--- src/rtl/pvu_pkg.sv ---
package pvu_pkg;

  localparam int CORDIC_STAGES = 16;
  localparam int COORD_WIDTH   = 24;
  localparam int ANGLE_WIDTH   = 16;

  localparam int FRAC_BITS  = COORD_WIDTH / 2;
  localparam int GUARD_BITS = 4;
  // working width of the CORDIC datapath: guard bits plus room for gain growth
  localparam int IW = COORD_WIDTH + GUARD_BITS + 3;
  // rotation residual angle, signed, room for the summed arctangents
  localparam int ZW = 34;
  // width that saturation takes in
  localparam int SW = IW + 2;
  localparam int GAIN_W = 30;
  localparam logic [GAIN_W-1:0] GAIN_Q30 = 30'd652032874;
  localparam logic [31:0] HALF_TURN = 32'h8000_0000;
  localparam logic [31:0] ANGLE_HALF = 32'((64'd1 << (32 - ANGLE_WIDTH)) >> 1);

  localparam int IN_RAW     = 5 * COORD_WIDTH + 2 * ANGLE_WIDTH;
  localparam int IN_DATA_W  = ((IN_RAW + 7) / 8) * 8;
  localparam int OUT_RAW    = 3 * COORD_WIDTH + ANGLE_WIDTH;
  localparam int OUT_DATA_W = ((OUT_RAW + 7) / 8) * 8;

  // pipeline depths of the sub-blocks
  localparam int ROT_LAT   = CORDIC_STAGES + 2;
  localparam int VEC_LAT   = CORDIC_STAGES + 3;
  localparam int TOTAL_LAT = 2 + ROT_LAT + 1 + VEC_LAT + 1;

  typedef enum logic [2:0] {
    FN_FROM_POINT = 3'd0,
    FN_TO_POINT   = 3'd1,
    FN_ADD        = 3'd2,
    FN_SUBTRACT   = 3'd3,
    FN_SCALE      = 3'd4,
    FN_ROTATE     = 3'd5,
    FN_NORMALIZE  = 3'd6
  } func_e;

  // operation, polar answer and a point that travel beside the CORDIC lanes
  typedef struct packed {
    logic [2:0]                    func;
    logic signed [COORD_WIDTH-1:0] mag;
    logic [31:0]                   ang;
    logic signed [COORD_WIDTH-1:0] px;
    logic signed [COORD_WIDTH-1:0] py;
  } side_t;

  typedef struct packed {
    logic signed [IW-1:0] x;
    logic signed [ZW-1:0] z;
  } lane_t;

  function automatic logic [31:0] atan_lut(input int unsigned i);
    logic [31:0] r;
    unique case (i[4:0])
      5'd0:  r = 32'h20000000;
      5'd1:  r = 32'h12E4051E;
      5'd2:  r = 32'h09FB385B;
      5'd3:  r = 32'h051111D4;
      5'd4:  r = 32'h028B0D43;
      5'd5:  r = 32'h0145D7E1;
      5'd6:  r = 32'h00A2F61E;
      5'd7:  r = 32'h00517C55;
      5'd8:  r = 32'h0028BE53;
      5'd9:  r = 32'h00145F2F;
      5'd10: r = 32'h000A2F98;
      5'd11: r = 32'h000517CC;
      5'd12: r = 32'h00028BE6;
      5'd13: r = 32'h000145F3;
      5'd14: r = 32'h0000A2FA;
      5'd15: r = 32'h0000517D;
      5'd16: r = 32'h000028BE;
      5'd17: r = 32'h0000145F;
      5'd18: r = 32'h00000A30;
      5'd19: r = 32'h00000518;
      5'd20: r = 32'h0000028C;
      5'd21: r = 32'h00000146;
      5'd22: r = 32'h000000A3;
      5'd23: r = 32'h00000051;
      5'd24: r = 32'h00000029;
      5'd25: r = 32'h00000014;
      5'd26: r = 32'h0000000A;
      5'd27: r = 32'h00000005;
      5'd28: r = 32'h00000003;
      5'd29: r = 32'h00000001;
      5'd30: r = 32'h00000001;
      default: r = 32'h00000000;
    endcase
    return r;
  endfunction

  function automatic logic signed [COORD_WIDTH-1:0] sat_coord(input logic signed [SW-1:0] v);
    logic signed [SW-1:0] hi;
    logic signed [SW-1:0] lo;
    hi = SW'((64'sd1 <<< (COORD_WIDTH - 1)) - 64'sd1);
    lo = -hi - SW'(1);
    if (v > hi) return COORD_WIDTH'(hi);
    if (v < lo) return COORD_WIDTH'(lo);
    return COORD_WIDTH'(v);
  endfunction

  function automatic logic [31:0] angle_in(input logic [ANGLE_WIDTH-1:0] a);
    return 32'(a) << (32 - ANGLE_WIDTH);
  endfunction

  function automatic logic [ANGLE_WIDTH-1:0] angle_out(input logic [31:0] z);
    logic [31:0] s;
    s = z + ANGLE_HALF;
    return ANGLE_WIDTH'(s >> (32 - ANGLE_WIDTH));
  endfunction

endpackage

--- src/rtl/pvu_prep.sv ---
module pvu_prep (
  input  logic                                   clk_i,
  input  logic                                   en_i,
  input  logic [2:0]                             func_i,
  input  logic signed [pvu_pkg::COORD_WIDTH-1:0] a_mag_i,
  input  logic signed [pvu_pkg::ANGLE_WIDTH-1:0] a_angle_i,
  input  logic signed [pvu_pkg::COORD_WIDTH-1:0] b_mag_i,
  input  logic signed [pvu_pkg::ANGLE_WIDTH-1:0] b_angle_i,
  input  logic signed [pvu_pkg::COORD_WIDTH-1:0] factor_i,
  input  logic signed [pvu_pkg::COORD_WIDTH-1:0] x_in_i,
  input  logic signed [pvu_pkg::COORD_WIDTH-1:0] y_in_i,
  output pvu_pkg::lane_t                         lane_a_o,
  output pvu_pkg::lane_t                         lane_b_o,
  output pvu_pkg::side_t                         side_o
);
  import pvu_pkg::*;

  localparam int CW = COORD_WIDTH;
  localparam int PW = 2 * CW;

  // stage 1: operands and the scale product
  logic [2:0]           func_q;
  logic signed [CW-1:0] am_q, bm_q, xi_q, yi_q;
  logic [31:0]          aa_q, ba_q;
  logic [PW-1:0]        prod_q;
  logic                 neg_q;
  logic [CW-1:0]        ua, uf;

  assign ua = a_mag_i[CW-1] ? unsigned'(-a_mag_i) : unsigned'(a_mag_i);
  assign uf = factor_i[CW-1] ? unsigned'(-factor_i) : unsigned'(factor_i);

  always_ff @(posedge clk_i) begin
    if (en_i) begin
      func_q <= func_i;
      am_q   <= a_mag_i;
      bm_q   <= b_mag_i;
      aa_q   <= angle_in(a_angle_i);
      ba_q   <= angle_in(b_angle_i);
      xi_q   <= x_in_i;
      yi_q   <= y_in_i;
      prod_q <= PW'(ua) * PW'(uf);
      neg_q  <= a_mag_i[CW-1] ^ factor_i[CW-1];
    end
  end

  // stage 2: scale rounding, operand choice, quadrant fold
  logic [PW:0]          lo2, r, rs, limit;
  logic signed [CW-1:0] scaled, mag_sel;
  logic [31:0]          ang_sel;
  lane_t                lane_a_d, lane_b_d, lane_a_q, lane_b_q;
  side_t                side_d, side_q;

  assign lo2    = {1'b0, prod_q} + (PW + 1)'(1 << (FRAC_BITS - 1));
  assign r      = lo2 >> FRAC_BITS;
  assign limit  = ((PW + 1)'(1) << (CW - 1)) - (PW + 1)'(!neg_q);
  assign rs     = (r > limit) ? limit : r;
  assign scaled = neg_q ? CW'(-rs) : CW'(rs);

  always_comb begin
    mag_sel = am_q;
    ang_sel = aa_q;
    if (func_q == FN_SCALE)     mag_sel = scaled;
    if (func_q == FN_NORMALIZE) mag_sel = CW'(1 << FRAC_BITS);
    if (func_q == FN_ROTATE)    ang_sel = aa_q + ba_q;
  end

  function automatic lane_t fold(input logic signed [CW-1:0] m, input logic [31:0] z);
    lane_t l;
    logic [31:0] zz;
    l.x = IW'(m) <<< GUARD_BITS;
    zz  = z;
    // second and third quadrants: point the other way, turn back by pi
    if (z[31] ^ z[30]) begin
      l.x = -l.x;
      zz  = z - HALF_TURN;
    end
    l.z = ZW'(signed'(zz));
    return l;
  endfunction

  assign lane_a_d    = fold(mag_sel, ang_sel);
  assign lane_b_d    = fold(bm_q, ba_q);
  assign side_d.func = func_q;
  assign side_d.mag  = mag_sel;
  assign side_d.ang  = ang_sel;
  assign side_d.px   = xi_q;
  assign side_d.py   = yi_q;

  always_ff @(posedge clk_i) begin
    if (en_i) begin
      lane_a_q <= lane_a_d;
      lane_b_q <= lane_b_d;
      side_q   <= side_d;
    end
  end

  assign lane_a_o = lane_a_q;
  assign lane_b_o = lane_b_q;
  assign side_o   = side_q;

endmodule

--- config.mk ---
export PLATFORM = sky130hd
export DESIGN_NAME = pvu_prep
export DESIGN_NICKNAME = d
export VERILOG_FILES = /design/src/rtl/pvu_pkg.sv /design/src/rtl/pvu_prep.sv
export SDC_FILE = /design/constraint.sdc
export NUM_CORES = 2
export LEC_CHECK = 0
export ABC_AREA = 1
export BUFFER_PORTS_ARGS = -buffer_cell sky130_fd_sc_hd__buf_2
export CAP_MARGIN = 20
export CORE_AREA = 10 10 292 294
export DETAILED_ROUTE_END_ITERATION = 8
export DIE_AREA = 0 0 302 304
export PLACE_DENSITY = 0.74
export SYNTH_ARGS = -nofsm -noshare
export SYNTH_HDL_FRONTEND = slang
export SYNTH_SLANG_ARGS = --single-unit
--- constraint.sdc ---
create_clock -name clk_i -period 11.63 [get_ports clk_i]
set_input_delay 1.7445 -clock clk_i [delete_from_list [all_inputs] [get_ports clk_i]]
set_output_delay 1.7445 -clock clk_i [all_outputs]
set_load 0.005 [all_outputs]
[Word level (Yosys, flattened, before mapping)]
Index checks and enable logic that the tools add are counted.
Cells by class
  multiplexer cells: 11
  multipliers: 1
  $add $sub $neg: 10
  magnitude comparators: 1
  bitwise operators: 3
  reduce and logical (&&, ||, !) cells: 1
  equality and inequality tests: 3
Operators with widths (count)
  two-way mux 24 bit: 6
  two-way mux 32 bit: 3
  negation 24 bit: 3
  subtractor 32 bit (second input constant): 2
  two-way mux 31 bit: 2
  negation 28 -> 31 bit: 2
  adder 48 x 12 -> 49 bit (second input constant): 1
  > comparator 37 x 49 -> 1 bit: 1
  multiplier 24 x 24 -> 48 bit: 1
  adder 32 bit: 1
  subtractor 24 x 1 -> 25 bit (first input constant): 1
  equality test 3 bit (second input constant): 3
  XOR 1 bit: 3
  logical NOT 1 bit: 1
Word-level totals
  flip-flop bits (word level): 413
  logic and storage cells: 51
  bits of input ports: 157
  output and inout bits: 237

[Depth between registers and ports, before layout]
  depth after elaboration: 10
  gate-level depth with buffers: 48
  depth with buffers taken out: 47

[Worst setup path after synthesis]
OpenSTA, ideal clock, no wires.
  path kind: input to register
  start: in a_mag_i[0] in the netlist's numbering
  end: reg prod_q[44] (data pin)
  data arrival time: 9.847 ns
  library setup time: 0.259 ns
  required time: 11.371 ns
  path buffers: 3
  setup slack: 1.524 ns
  stages: 39
  path through: clkbuf_1 inv_1 clkbuf_1 ha_1 inv_1 nor2_1 inv_1 nor3_1 nand4_1 o21ai_0 o21ai_0 or2_2 nand2_1 clkbuf_1 nand2_1 fa_1 inv_1 fa_1 [3 not listed] fa_1 inv_1 fa_1 fa_1 ha_1 nand2_1 nor2_1 nand2_1 nor4_1 a21oi_1 o21ai_0 a21oi_1 o31ai_1 nand2_1 o211ai_1 nand3_1 nand3_1 xor2_1
On the way
  word-level cells in the longest chain between the ends: 3
Ends and longest elaborated chain
  start, declared: line pvu_prep.sv:5  | input logic signed [pvu_pkg::COORD_WIDTH-1:0] a_mag_i,
  negation 24 bit: line pvu_prep.sv:29  | assign ua = a_mag_i[CW-1] ? unsigned'(-a_mag_i) : unsigned'(a_mag_i);
  two-way mux 24 bit *: line pvu_prep.sv:29
  multiplier 24 x 24 -> 48 bit *: line pvu_prep.sv:41  | prod_q <= PW'(ua) * PW'(uf);
  end signal, assigned: line pvu_prep.sv:41
  end, declared: line pvu_prep.sv:25  | logic [PW-1:0] prod_q;
Mark *: on every way between the ends. The rest lies on a longest branch, timed or not.
A chain may end at the register's enable or synchronous reset.

[Worst setup path in the final report]
Ends and elaborated chain as after synthesis.

==> impl_metrics.json <==
{
  "clk_latency_ns": 0.60,
  "yosysSeqAreaShare": 0.280,
  "synth_cell_type_count": 57,
  "wl_mm": 106,
  "rsz0062_at_grt": "no",
  "post-route-period-util": 0.912,
  "cts.sinks": 330,
  "finClkSkew_ns": 0.0494,
  "die_area_um2": 91800,
  "worstSetupEndpointType": "flop",
  "antenna_found_initial": 10,
  "vias_per_cell": 5.15,
  "ant_nets": 0,
  "r2r_slack_ns": 5.45,
  "worst_slack_ns": 1.02,
  "io_buffers": 337,
  "slew_headroom": 0.300,
  "synth-warning-count": 0,
  "ys.flop_type": "edfxtp_1",
  "cts.htree.levels": 1,
  "maxSlewViolCount": 0,
  "ys_ff_latch": 330,
  "postCtsSetupBuffers": 0,
  "drc_errors": 0,
  "hpwl_mm": 87.2,
  "setup_viol": 0,
  "grt_max_degree": 179,
  "firstDrtPassIters": 7,
  "layout_common_cells": "851 x nand2_1, 795 x inv_1, 482 x fa_1",
  "track_usage": 0.226,
  "holdPathStages": 0,
  "worst-slew-pin-transition_ns": 1.05,
  "fmax_ghz": 0.0943,
  "num_rows": 104,
  "period_needed_ns": 10.61,
  "arrival_ns": 10.96,
  "die-height_um": 304,
  "first_iter_violations": 2447,
  "ios": 394,
  "gp_congestion": 0.992,
  "cp_slowest_cell": "clkinv_1",
  "cts-root-buf": "clkbuf_16",
  "syn_inst": 3932,
  "clk_pin_slew_ns": 0.08,
  "cts_tree": "built",
  "pre_cts_ws_ns": 0.650,
  "max_stage_delay_ns": 0.53,
  "cap_violations": 0,
  "r2r-end": "lane_a_o[58]$_DFFE_PP_",
  "hp-start": "yi_q[0]$_DFFE_PP_",
  "path_max_fanout": 11,
  "overflow": 0,
  "critPathKind": "input port to flop",
  "start_kind": "input port",
  "grt_pass1_wl_mm": 161,
  "cts_buffers": 31,
  "synth_edf_count": 330,
  "reg2reg_from": "prod_q[11]$_DFFE_PP_",
  "ys_async_sr_fraction": 0,
  "finalHoldViolations": 0,
  "hp-class": "flop to flop",
  "netlist_area_um2": 35400,
  "num_vias": 27589,
  "ctsResizeCount": 0,
  "syn_area_per_cell_um2": 9.00,
  "core-area_um2": 79600,
  "grt_pass1_vias": 27872,
  "cp_data_required_time_ns": 11.98,
  "ctsHoldBuffers": 0,
  "start_util": 0.444,
  "status": "completed",
  "nets": 5114,
  "area_growth_pct": 11.3,
  "whs_endpoint": "side_o[0]$_DFFE_PP_",
  "wl_per_cell_um": 19.8,
  "crit_family": "adder cells",
  "clockBufferDepth": 3,
  "die_w_um": 302,
  "tns_ns": 0,
  "worst-path-buf-inv": 9,
  "r2r_cells": 30,
  "drive_gt1_frac": 0.139,
  "mostFrequentLayoutCell": "nand2_1"
}
==> cell families (layout without fill, tap and decap cells) <==
| family | count (synthesis) | count (layout) | synth area share |
|---|---|---|---|
| AO/OA/AOI/OAI | 221 | 221 | 0.0356 |
| buffers and inverters | 990 | 1287 | 0.115 |
| adder cells (fa/ha/maj) | 697 | 697 | 0.349 |
| XOR/XNOR | 132 | 132 | 0.0327 |
| other | 1 | 64 | 0.000106 |
| flip-flops | 330 | 330 | 0.280 |
| AND/OR/NAND/NOR | 1561 | 1561 | 0.188 |
==> stage by stage <==
stage	util	area [um2]	cells	hold WS, ns
5_1_grt	0.495	39400	5348	0.432
4_1_cts	0.495	39400	5344	0.416
3_5_place_dp	0.481	38300	5287	0.405
3_3_place_gp	0.481	38300	5287	0.400
2_1_floorplan	-	35600	3987	0.400
6_report	0.495	39400	5352	0.411
==> worst max path at each step <==
stage          startpoint                   end  slack, ns  depth (start not counted)
2_1_floorplan  a_mag_i[0]  prod_q[44]$_DFFE_PP_       1.52                         39
3_3_place_gp   a_mag_i[0]  prod_q[44]$_DFFE_PP_       0.82                         41
3_5_place_dp   a_mag_i[0]  prod_q[44]$_DFFE_PP_       0.65                         41
4_1_cts        a_mag_i[0]  prod_q[44]$_DFFE_PP_       1.26                         41
5_1_grt        a_mag_i[0]  prod_q[44]$_DFFE_PP_       0.43                         41
6_report       a_mag_i[0]  prod_q[44]$_DFFE_PP_       1.02                         41
==> cells in the mapped netlist, types with 5 or more instances <==
library cell | n | share of area
nand2_1 | 851 | 0.090
inv_1 | 795 | 0.084
fa_1 | 482 | 0.27
nor2_1 | 396 | 0.042
edfxtp_1 | 330 | 0.28
ha_1 | 215 | 0.076
nand3_1 | 122 | 0.017
xor2_1 | 98 | 0.024
a21oi_1 | 95 | 0.013
clkbuf_1 | 82 | 0.0087
buf_4 | 77 | 0.016
o21ai_0 | 66 | 0.0093
nand2_2 | 37 | 0.0065
xnor2_1 | 34 | 0.0084
nor3_1 | 29 | 0.0041
nand4_1 | 28 | 0.0049
or2_2 | 19 | 0.0034
clkinv_1 | 15 | 0.0016
nand3_2 | 14 | 0.0040
nor2_2 | 14 | 0.0025
nor2_4 | 13 | 0.0041
nand3b_1 | 11 | 0.0023
o21ai_1 | 11 | 0.0016
nor4_1 | 10 | 0.0018
o21a_1 | 9 | 0.0019
o31ai_1 | 9 | 0.0019
inv_2 | 8 | 0.00085
nand2_4 | 7 | 0.0022
buf_2 | 6 | 0.00085
o21ai_2 | 6 | 0.0015
a31oi_1 | 5 | 0.00088
buf_6 | 5 | 0.0016
o211ai_1 | 5 | 0.0011
==> sequential cells by signal, indices dropped and copies added, names as in the netlist <==
name,flops
side_o,75
lane_a_o,43
lane_b_o,43
prod_q,37
am_q,24
bm_q,24
xi_q,24
yi_q,24
aa_q,16
ba_q,16
func_q,3
neg_q,1
==> worst reg2reg max path: cells and delay by family (launching register included) <==
kind,cells,cell delay [ns]
XOR/XNOR,1,0.30
flip-flops,1,0.37
buffers and inverters,1,0.09
AND/OR/NAND/NOR,22,3.83
adder cells (fa/ha/maj),4,1.03
AO/OA/AOI/OAI,2,0.27
==> per-layer routing <==
metal | GRT usage | wire length, um | up-vias
met5 | 0 | 25 | -
met4 | 0.0999 | 5490 | 4
met3 | 0.0445 | 10800 | 274
met2 | 0.381 | 50400 | 1434
met1 | 0.277 | 39400 | 13319
li1 | - | - | 12558
==> cell type report <==
| type | instances | area [um2] |
|---|---|---|
| Fill cell | 7440 | 40200 |
| Clock inverter | 24 | 320 |
| Antenna cell | 8 | 20.0 |
| Clock buffer | 33 | 783 |
| Tap cell | 1060 | 1330 |
| Inverter | 818 | 3070 |
| Multi-Input combinational cell | 2667 | 21700 |
| Sequential cell | 330 | 9910 |
| Timing Repair Buffer | 412 | 2270 |
Power is not shown: default switching activity piles up to over one toggle a cycle in this logic, so the estimate is an artifact.
